$ cat src/rtl/afu_pkg.sv
// Shared types, widths, mode codes and threshold generator for the activation unit.
package afu_pkg;

  localparam int unsigned FRAC_BITS_DEF = 8;
  localparam int unsigned SAMPLE_W      = 16;
  localparam int unsigned ACT_W         = 15;
  localparam int unsigned MAG_W         = 16;

  typedef enum logic [1:0] {
    MODE_RELU          = 2'd0,
    MODE_RELU_DERIV    = 2'd1,
    MODE_SIGMOID       = 2'd2,
    MODE_SIGMOID_DERIV = 2'd3
  } act_mode_t;

  typedef logic [MAG_W-1:0] mag_t;

  // Smallest input magnitude (in LSB steps) at which the rounded sigmoid
  // reaches level 2^(frac_bits-1) + 1 + level_idx. Solves
  // sigmoid(x) >= (2k-1) / 2^(frac_bits+1), i.e. x >= ln(2k-1) - ln(2^(f+1)-2k+1).
  // Evaluated at elaboration only.
  function automatic mag_t sig_threshold(int unsigned frac_bits, int unsigned level_idx);
    real         one_r;
    real         num;
    real         den;
    real         x;
    int unsigned k;
    one_r = 2.0 ** frac_bits;
    k     = (1 << (frac_bits - 1)) + 1 + level_idx;
    num   = real'(2 * k - 1);
    den   = real'((2 << frac_bits) - 2 * k + 1);
    x     = $ceil(one_r * ($ln(num) - $ln(den)));
    if (x > 65535.0) begin
      x = 65535.0;
    end
    if (x < 0.0) begin
      x = 0.0;
    end
    return mag_t'(longint'(x));
  endfunction

endpackage

$ cat src/rtl/activation_function_unit.sv
// Pipelined activation unit: ReLU, ReLU derivative, sigmoid and sigmoid derivative.
//
// One signed fixed-point sample (FRAC_BITS fraction bits) enters per word on
// the in_ channel and one unsigned fixed-point activation leaves per word on
// the out_ channel, in order, with the batch end marker carried alongside.
// The unit accepts a new word every cycle unless out_ready stalls it. At
// the default Q8.8, FRAC_BITS is 8. The pipe is a capture stage, then the
// sigmoid lookup, a binary search over the 2^(FRAC_BITS-1) level thresholds
// of the rounded logistic curve, one threshold bit per stage, followed by a
// level/sign stage, a multiply stage for the derivative and the output
// register. The whole pipe advances together whenever the output register is
// empty or being taken, so a stall on out_ready back-pressures in_ready in
// the same cycle and no word is dropped or duplicated. cfg_write_data selects
// the function (0 relu, 1 relu derivative, 2 sigmoid, 3 sigmoid derivative);
// write it only while the pipe is empty. The threshold tables are constants
// built at elaboration, so there is no table load and no start-up delay.
module activation_function_unit #(
  parameter int unsigned FRAC_BITS = afu_pkg::FRAC_BITS_DEF
) (
  input  logic                               clk,
  input  logic                               rst_n,
  // configuration
  input  logic                               cfg_write_en,
  input  logic [1:0]                         cfg_write_data,
  // input words
  input  logic                               in_valid,
  output logic                               in_ready,
  input  logic signed [afu_pkg::SAMPLE_W-1:0] in_sample_value,
  input  logic                               in_batch_end,
  // result words
  output logic                               out_valid,
  input  logic                               out_ready,
  output logic [afu_pkg::ACT_W-1:0]          out_activation_value,
  output logic                               out_batch_end_out
);

  localparam int unsigned ONE    = 1 << FRAC_BITS;
  localparam int unsigned HALF   = 1 << (FRAC_BITS - 1);
  localparam int unsigned LEVELS = 1 << (FRAC_BITS - 1);
  localparam int unsigned PW     = FRAC_BITS - 1;       // search position width
  localparam int unsigned SW     = FRAC_BITS + 1;       // sigmoid value width
  localparam int unsigned PRODW  = 2 * SW;
  localparam int unsigned NSRCH  = FRAC_BITS - 1;       // binary search stages
  localparam int unsigned SAW    = afu_pkg::SAMPLE_W;
  localparam int unsigned ACW    = afu_pkg::ACT_W;

  // ---------------------------------------------------------------------------
  // Configuration register
  // ---------------------------------------------------------------------------
  afu_pkg::act_mode_t mode_r;

  always_ff @(posedge clk) begin
    if (!rst_n) begin
      mode_r <= afu_pkg::MODE_RELU;
    end else if (cfg_write_en) begin
      mode_r <= afu_pkg::act_mode_t'(cfg_write_data);
    end
  end

  // ---------------------------------------------------------------------------
  // Sigmoid level thresholds: rounded sigmoid of magnitude m equals
  // HALF + (number of thresholds <= m). Sorted ascending.
  // ---------------------------------------------------------------------------
  afu_pkg::mag_t thr [LEVELS];

  for (genvar gj = 0; gj < LEVELS; gj++) begin : g_thr
    localparam afu_pkg::mag_t THR_VAL = afu_pkg::sig_threshold(FRAC_BITS, gj);
    assign thr[gj] = THR_VAL;
  end

  // ---------------------------------------------------------------------------
  // Global advance: the pipe moves when the output register can take a word.
  // ---------------------------------------------------------------------------
  logic out_valid_r;
  logic advance;

  assign advance  = !out_valid_r || out_ready;
  assign in_ready = advance;

  // ---------------------------------------------------------------------------
  // Stage 0: capture sample, form magnitude. Stages 1..NSRCH: binary search.
  // ---------------------------------------------------------------------------
  logic                  srch_valid_r [NSRCH+1];
  logic signed [SAW-1:0] srch_v_r     [NSRCH+1];
  afu_pkg::mag_t         srch_mag_r   [NSRCH+1];
  logic [PW-1:0]         srch_pos_r   [NSRCH+1];
  logic                  srch_last_r  [NSRCH+1];

  afu_pkg::mag_t mag_nxt;

  assign mag_nxt = in_sample_value[SAW-1] ? afu_pkg::mag_t'(~in_sample_value + 1'b1)
                                          : afu_pkg::mag_t'(in_sample_value);

  always_ff @(posedge clk) begin
    if (!rst_n) begin
      srch_valid_r[0] <= 1'b0;
    end else if (advance) begin
      srch_valid_r[0] <= in_valid;
    end
  end

  always_ff @(posedge clk) begin
    if (advance) begin
      srch_v_r[0]    <= in_sample_value;
      srch_mag_r[0]  <= mag_nxt;
      srch_pos_r[0]  <= '0;
      srch_last_r[0] <= in_batch_end;
    end
  end

  for (genvar gi = 1; gi <= NSRCH; gi++) begin : g_srch
    localparam int unsigned BIT = NSRCH - gi;
    logic [PW-1:0] probe;
    logic          hit;
    logic [PW-1:0] pos_nxt;

    // probe the last threshold of the lower half of the remaining window
    assign probe   = srch_pos_r[gi-1] + PW'((1 << BIT) - 1);
    assign hit     = srch_mag_r[gi-1] >= thr[probe];
    assign pos_nxt = hit ? (srch_pos_r[gi-1] | PW'(1 << BIT)) : srch_pos_r[gi-1];

    always_ff @(posedge clk) begin
      if (!rst_n) begin
        srch_valid_r[gi] <= 1'b0;
      end else if (advance) begin
        srch_valid_r[gi] <= srch_valid_r[gi-1];
      end
    end

    always_ff @(posedge clk) begin
      if (advance) begin
        srch_v_r[gi]    <= srch_v_r[gi-1];
        srch_mag_r[gi]  <= srch_mag_r[gi-1];
        srch_pos_r[gi]  <= pos_nxt;
        srch_last_r[gi] <= srch_last_r[gi-1];
      end
    end
  end

  // ---------------------------------------------------------------------------
  // Level stage: finish count, fold the sign, form ReLU terms.
  // ---------------------------------------------------------------------------
  logic           lvl_valid_r;
  logic [SW-1:0]  lvl_sig_r;
  logic [ACW-1:0] lvl_relu_r;
  logic           lvl_pos_r;
  logic           lvl_last_r;

  logic           top_hit;
  logic [SW-1:0]  sig_pos;
  logic [SW-1:0]  sig_nxt;
  logic           is_pos;
  logic [ACW-1:0] relu_nxt;

  // the search tops out at LEVELS-1; the last threshold adds the final level
  assign top_hit  = (srch_pos_r[NSRCH] == PW'(LEVELS - 1)) &&
                    (srch_mag_r[NSRCH] >= thr[LEVELS-1]);
  assign sig_pos  = SW'(HALF) + SW'(srch_pos_r[NSRCH]) + SW'(top_hit);
  assign sig_nxt  = srch_v_r[NSRCH][SAW-1] ? (SW'(ONE) - sig_pos) : sig_pos;
  assign is_pos   = !srch_v_r[NSRCH][SAW-1] && (srch_v_r[NSRCH] != '0);
  assign relu_nxt = is_pos ? srch_v_r[NSRCH][ACW-1:0] : '0;

  always_ff @(posedge clk) begin
    if (!rst_n) begin
      lvl_valid_r <= 1'b0;
    end else if (advance) begin
      lvl_valid_r <= srch_valid_r[NSRCH];
    end
  end

  always_ff @(posedge clk) begin
    if (advance) begin
      lvl_sig_r  <= sig_nxt;
      lvl_relu_r <= relu_nxt;
      lvl_pos_r  <= is_pos;
      lvl_last_r <= srch_last_r[NSRCH];
    end
  end

  // ---------------------------------------------------------------------------
  // Multiply stage: round(s * (ONE - s) / ONE), ties up.
  // ---------------------------------------------------------------------------
  logic           mul_valid_r;
  logic [SW-1:0]  mul_deriv_r;
  logic [SW-1:0]  mul_sig_r;
  logic [ACW-1:0] mul_relu_r;
  logic           mul_pos_r;
  logic           mul_last_r;

  logic [PRODW-1:0] prod;
  logic [SW-1:0]    deriv_nxt;

  assign prod      = PRODW'(lvl_sig_r) * PRODW'(SW'(ONE) - lvl_sig_r) + PRODW'(HALF);
  assign deriv_nxt = prod[FRAC_BITS +: SW];

  always_ff @(posedge clk) begin
    if (!rst_n) begin
      mul_valid_r <= 1'b0;
    end else if (advance) begin
      mul_valid_r <= lvl_valid_r;
    end
  end

  always_ff @(posedge clk) begin
    if (advance) begin
      mul_deriv_r <= deriv_nxt;
      mul_sig_r   <= lvl_sig_r;
      mul_relu_r  <= lvl_relu_r;
      mul_pos_r   <= lvl_pos_r;
      mul_last_r  <= lvl_last_r;
    end
  end

  // ---------------------------------------------------------------------------
  // Output register: select by mode, hold while stalled.
  // ---------------------------------------------------------------------------
  logic [ACW-1:0] act_nxt;
  logic [ACW-1:0] act_r;
  logic           last_r;

  always_comb begin
    case (mode_r)
      afu_pkg::MODE_RELU:          act_nxt = mul_relu_r;
      afu_pkg::MODE_RELU_DERIV:    act_nxt = mul_pos_r ? ACW'(ONE) : '0;
      afu_pkg::MODE_SIGMOID:       act_nxt = ACW'(mul_sig_r);
      afu_pkg::MODE_SIGMOID_DERIV: act_nxt = ACW'(mul_deriv_r);
      default:                     act_nxt = mul_relu_r;
    endcase
  end

  always_ff @(posedge clk) begin
    if (!rst_n) begin
      out_valid_r <= 1'b0;
    end else if (advance) begin
      out_valid_r <= mul_valid_r;
    end
  end

  always_ff @(posedge clk) begin
    if (advance) begin
      act_r  <= act_nxt;
      last_r <= mul_last_r;
    end
  end

  assign out_valid            = out_valid_r;
  assign out_activation_value = act_r;
  assign out_batch_end_out    = last_r;

  // ---------------------------------------------------------------------------
  // Assertions
  // ---------------------------------------------------------------------------
  a_reset_empties: assert property (@(posedge clk) !rst_n |=> !out_valid)
    else $error("output valid after reset");

  a_sig_range: assert property (@(posedge clk) disable iff (!rst_n)
    lvl_valid_r |-> (lvl_sig_r <= SW'(ONE)))
    else $error("sigmoid level above one");

  a_sig_sign: assert property (@(posedge clk) disable iff (!rst_n)
    (lvl_valid_r && lvl_pos_r) |-> (lvl_sig_r >= SW'(HALF)))
    else $error("sigmoid of positive sample below one half");

  a_deriv_bound: assert property (@(posedge clk) disable iff (!rst_n)
    mul_valid_r |-> (mul_deriv_r <= SW'(ONE >> 2)))
    else $error("sigmoid derivative above one quarter");

endmodule
$ cat config.mk
export PLATFORM = sky130hd
export DESIGN_NAME = activation_function_unit
export DESIGN_NICKNAME = d
export VERILOG_FILES = /design/src/rtl/afu_pkg.sv /design/src/rtl/activation_function_unit.sv
export SDC_FILE = /design/constraint.sdc
export NUM_CORES = 1
export LEC_CHECK = 0
export BUFFER_PORTS_ARGS = -buffer_cell sky130_fd_sc_hd__buf_4
export CAP_MARGIN = 10
export CORE_ASPECT_RATIO = 0.7
export CORE_UTILIZATION = 40
export CTS_CLUSTER_DIAMETER = 80
export DETAILED_ROUTE_END_ITERATION = 6
export PLACE_DENSITY = 0.63
export SLEW_MARGIN = 10
export SYNTH_ARGS = -nofsm -noshare
export SYNTH_HDL_FRONTEND = slang
export SYNTH_SLANG_ARGS = --single-unit
$ cat constraint.sdc
create_clock -name clk -period 14.4 [get_ports clk]
set_input_delay 1.44 -clock clk [delete_from_list [all_inputs] [get_ports clk]]
set_output_delay 1.44 -clock clk [all_outputs]
set_load 0.03 [all_outputs]
# After elaboration in Yosys (flattened, before gate mapping)
# Memories as Yosys holds them, arrays and structs flattened. A register that Yosys moved wholly into a read port is not among the register bits.
# Index checks and enable logic that the tools add are counted.
totals:
  ff_bits: 80
  latchBits: 0
  ramBits: 328
  rom_bits: 14336
  output_inout_bits: 18
  wordCells: 119
  mem_count: 12
mem_list:
  columns: ["memory", "words", "word_bits", "read_ports", "rd_ports_with_merged_regs", "write_ports", "line", "source"]
  rows:
  - ["(name not given)", 128, 16, 1, 0, 0, "activation_function_unit.sv:119", "assign hit = srch_mag_r[gi-1] >= thr[probe];"]
  - ["(name not given)", 128, 16, 1, 0, 0, "activation_function_unit.sv:119", null]
  - ["(name not given)", 128, 16, 1, 0, 0, "activation_function_unit.sv:119", null]
  - ["(name not given)", 128, 16, 1, 0, 0, "activation_function_unit.sv:119", null]
  - ["(name not given)", 128, 16, 1, 0, 0, "activation_function_unit.sv:119", null]
  - ["(name not given)", 128, 16, 1, 0, 0, "activation_function_unit.sv:119", null]
  - ["+6 memories", null, null, null, null, null, null, null]
op_classes:
  add_sub_neg: 12
  multipliers: 1
  div_mod_pow: 0
  n_lt_le_gt_ge: 15
  eq_ne: 4
  shifts: 0
  mux: 38
  n_bitwise: 16
  n_reduce_logical: 8
ops:
  columns: ["op", "n"]
  rows:
  - ["$mux 16", 15]
  - ["$ge 16x16->1", 7]
  - ["$pmux 15 s4", 1]
  - ["$ge 8x8->1 const B", 7]
  - ["$not 7->8", 7]
  - ["$mux 9", 2]
  - ["$add 17x8->17 const B", 1]
  - ["$mul 10x10->17", 1]
  - ["$add 16x1->16 const B", 1]
  - ["$ge 16x11->1 const B", 1]
  - ["$not 16->16", 1]
  - ["$reduce_bool 16->1", 1]
  - ["$mux 1", 14]
  - ["$sub 9x9->10 const A", 1]
  - ["$add 8x7->9 const A", 1]
  - ["$add 9x1->9", 1]
  - ["$sub 9x9->9 const A", 1]
  - ["$or 1x1->1", 8]
  - ["$add 7x1->7 const B", 1]
  - ["$add 7x2->7 const B", 1]
  - ["$add 7x3->7 const B", 1]
  - ["$add 7x4->7 const B", 1]
  - ["$add 7x5->7 const B", 1]
  - ["$add 7x6->7 const B", 1]
  - ["other kinds (13)", 17]

# Depth between registers and ports, before layout
# An unclocked memory read counts as a cell.
logic_depth:
  depth_word: 8
  mapped_depth: 22
  mapped_depth_nobuf: 22

# Worst setup path after synthesis
# Ideal clock, no wire load.
synth_path:
  kind: "input-to-output"
  from: "input port out_ready"
  to: "output port in_ready"
  arrival_time_ns: 11.725
  required_time_ns: 12.960
  slack_ns: 1.235
  cell_stages: 3
  n_path_buf: 1
  path_cell_list: "nor2b_1 -> inv_1 -> clkbuf_1"
synth_via:
  elab_chain_cells: 1
synth_lines:
  columns: ["item", "line", "source"]
  rows:
  - ["start, declared", "activation_function_unit.sv:32", "input logic out_ready,"]
  - ["$logic_or 1x1->1", "activation_function_unit.sv:77", "assign advance = !out_valid_r || out_ready;"]
  - ["end, declared", "activation_function_unit.sv:27", "output logic in_ready,"]
# Every way passes these cells.

# Worst setup path after layout
layout_path:
  from: "register lvl_sig_r[2]"
  to: "register mul_deriv_r[8] (data pin)"
layout_via:
  elab_chain_cells: 3
layout_lines:
  columns: ["item", "line", "source"]
  rows:
  - ["start, declared", "activation_function_unit.sv:144", "logic [SW-1:0] lvl_sig_r;"]
  - ["start signal, assigned", "activation_function_unit.sv:173", "lvl_sig_r <= sig_nxt;"]
  - ["$sub 9x9->10", "activation_function_unit.sv:193", "assign prod = PRODW'(lvl_sig_r) * PRODW'(SW'(ONE) - lvl_sig_r) + PRODW'(HALF);"]
  - ["$mul 10x10->17 *", "activation_function_unit.sv:193", null]
  - ["$add 17x8->17 *", "activation_function_unit.sv:193", null]
  - ["named net prod[16]", "activation_function_unit.sv:190", "logic [PRODW-1:0] prod;"]
  - ["end signal, assigned", "activation_function_unit.sv:206", "mul_deriv_r <= deriv_nxt;"]
  - ["end, declared", "activation_function_unit.sv:184", "logic [SW-1:0] mul_deriv_r;"]
# The timed path passes the listed nets; every way through them passes the cells marked *.
# A chain may end at the register's enable or synchronous reset.

==> impl_metrics.ini <==
[run_status]
status = finished, final reports clean

[sta]
slew_headroom_pct = 29.42
setup_violations = 0
fmax_mhz = 151.8
final.period_utilization_pct = 45.74
drv_slew = 0
rsz0062_at_grt = false
finalHoldViolations = 0
fin_skew_ps = 20.62
worstMarginPinSlew_ps = 1059
tns_ps = 0
period_minus_slack_ps = 6587

[floorplan]
row_count = 65
die_area_sq_um = 46780
pin_count = 42
coreArea_sq_um = 45140
start_util_pct = 40.68
die_w_microns = 258.1
die_h_microns = 181.3

[grt]
antenna_found_initial = 0
grt_pass1_vias = 9657
grt_usage_pct = 13.15
grt_max_degree = 199
grt_pass1_wl_mm = 50.01
grt_overflow = 0

[synth]
seq_area_frac_synth_pct = 60.83
synth.most_common_cell = edfxtp_1
ys_warn_count = 0
syn_area_sq_um = 18360
ys_ff_latch = 374
synth-async-reset-ratio_pct = 0
synth_top_cell_by_area = edfxtp_1
synth_nets = 1527
synth_cell_types = 70
syn_inst = 1306
synth_top_area_share_pct = 60.18
synth_common_cells = 368 x edfxtp_1, 142 x ha_1, 101 x inv_1, 74 x nand2_1, 55 x fa_1
synthTopCellsByArea = edfxtp_1 60%, ha_1 9.7%, fa_1 6.0%
synth_ff_type = edfxtp_1
synth_edf_count = 368
avgSynthCellArea_sq_um = 14.06

[critical_path]
path_class = reg2reg
start_kind = register
critPathMaxFanout = 15
cpMostUsedCell = fa_1
path_cells = or3_1 -> or3_4 -> nor3_2 -> ha_1 -> nand2b_1 -> fa_1 -> inv_1 -> fa_1 -> inv_1 -> fa_1 -> fa_1 -> inv_1 -> fa_1 -> ha_1 -> a21o_1 -> a221o_1 -> a41o_1 -> o31ai_2 -> xnor2_1
worst-path-buf-inv = 3
cpLargestDelayFamily = adder cells
end_kind = register
arrival_ps = 6860
required_ps = 14670
slowest_delay_ps = 610
cp_slowest_cell = edfxtp_1

[route]
drc_errors = 0
wl_per_cell_microns = 15.52
vias_per_cell = 5.015
wl_met3_mm = 1.466
dr_wl_met2_mm = 13.39
via_count = 9909
firstDrtPassIters = 6
met1Wirelength_mm = 15.37
initialDrtViolationCount = 726
antenna_left = 0
highest_layer = met4
routed_wl_mm = 30.67

[cts]
insertion_delay_ps = 540
cts.reportedPaths.clkPinSlew_ps = 60
numClockSinks = 374
cts-buffers-inserted = 36
cts_max_level = 2
clk_path_buf_depth = 3
cts-root-buf = clkbuf_16
cts_tree = built
post_cts_buffers = 0
cts_hold_buf = 0
cts_resized = 0

[final_layout]
area_growth_pct = 11.39
nets = 1568
layout-drive-gt1-share_pct = 8.521
antenna_cells = 0
design_area_sq_um = 20450

[placement]
place.gp.congestion = 0.8435
post-dp-hpwl_mm = 20.84
port_buffers = 41
placed_area_sq_um = 19310

[run]
drv_cap = 0

[min_path]
hp-class = reg2reg
-- cell families after synthesis --
family                     after synthesis  synth area share (%)
muxes                                   28                 1.751
buffers and inverters                  147                 3.053
and+or+nand+nor                        316                 9.321
adders and majority gates              197                 15.67
AOI/OAI and AO/OA                      203                 7.414
DFF                                    374                 60.83
xor gates and xnor gates                41                 1.956
-- layer usage --
metal	vias up	track usage (%)
li1	4857	-
met1	4837	19.75
met2	180	19.40
met3	35	2.806
met4	0	3.053
met5	-	0
-- worst reg2reg max path, delay by kind of cell (launching register included) --
family,cells,cell delay [ps]
adder cells (fa/ha/maj),7,3230
flip-flops,1,610
buffers and inverters,3,160
AND/OR/NAND/NOR,4,1180
AO/OA/AOI/OAI,4,1060
XOR/XNOR,1,100
-- stage by stage --
stage	utilization [%]	hold slack (ps)	setup WS, ps	std cells
finish	45.31	409.2	7813	1976
global route	45.31	416.9	7448	1976
CTS	45.31	417.8	7825	1976
detailed placement	42.79	404.5	7825	1912
global placement	42.79	401.5	7977	1912
floorplan	-	400.3	1235	1306
-- state kept, by name, summed over array words and instances, names as in the netlist --
name and cells:
mul_relu_r 15, srch_valid_r 8, srch_pos_r 28, lvl_sig_r 9
srch_mag_r 120, lvl_relu_r 15, out_valid 1, out_activation_value 15
mul_last_r 1, srch_last_r 8, lvl_last_r 1, out_batch_end_out 1
mul_sig_r 9, lvl_valid_r 1, mul_valid_r 1, mul_deriv_r 9
mul_pos_r 1, srch_v_r 128, lvl_pos_r 1, mode_r 2
-- area by class of cell --
| class | count | area, sq um |
|---|---|---|
| Timing Repair Buffer | 46 | 357.8 |
| Tap cell | 603 | 754.5 |
| Clock buffer | 48 | 945.9 |
| Fill cell | 4012 | 24680 |
| Clock inverter | 16 | 195.2 |
| Inverter | 104 | 397.9 |
| Sequential cell | 374 | 11170 |
| Multi-Input combinational cell | 785 | 6631 |
-- path summary, 6_finish.rpt --
path | startpoint | end | slack (ps) | depth (start not counted)
max | lvl_sig_r[2] | mul_deriv_r[8] | 7810 | 19
min | srch_v_r[0][33] | srch_v_r[0][49] | 410 | 0
max reg2reg | lvl_sig_r[2] | mul_deriv_r[8] | 7810 | 19
min reg2reg | srch_v_r[0][33] | srch_v_r[0][49] | 410 | 0
-- cells in the final DEF (no fill, tap or decap), drive strengths merged, types with 11 or more instances in the layout --
cell type	synthesis	layout
and3	11	11
nand2b	46	46
o211ai	13	13
xnor2	29	29
buf	6	46
nor3	16	16
ha	142	142
a21oi	49	49
inv	102	102
fa	55	55
a21o	21	21
and2	27	27
clkbuf	37	48
xor2	12	12
nand3	15	15
nor2b	33	33
nand4	11	11
nand2	74	74
nor2	44	44
mux2i	22	22
o21ai	49	49
edfxtp	368	368
clkinv	2	14
Power is not shown: default switching activity piles up to over one toggle a cycle in this logic, so the estimate is an artifact.
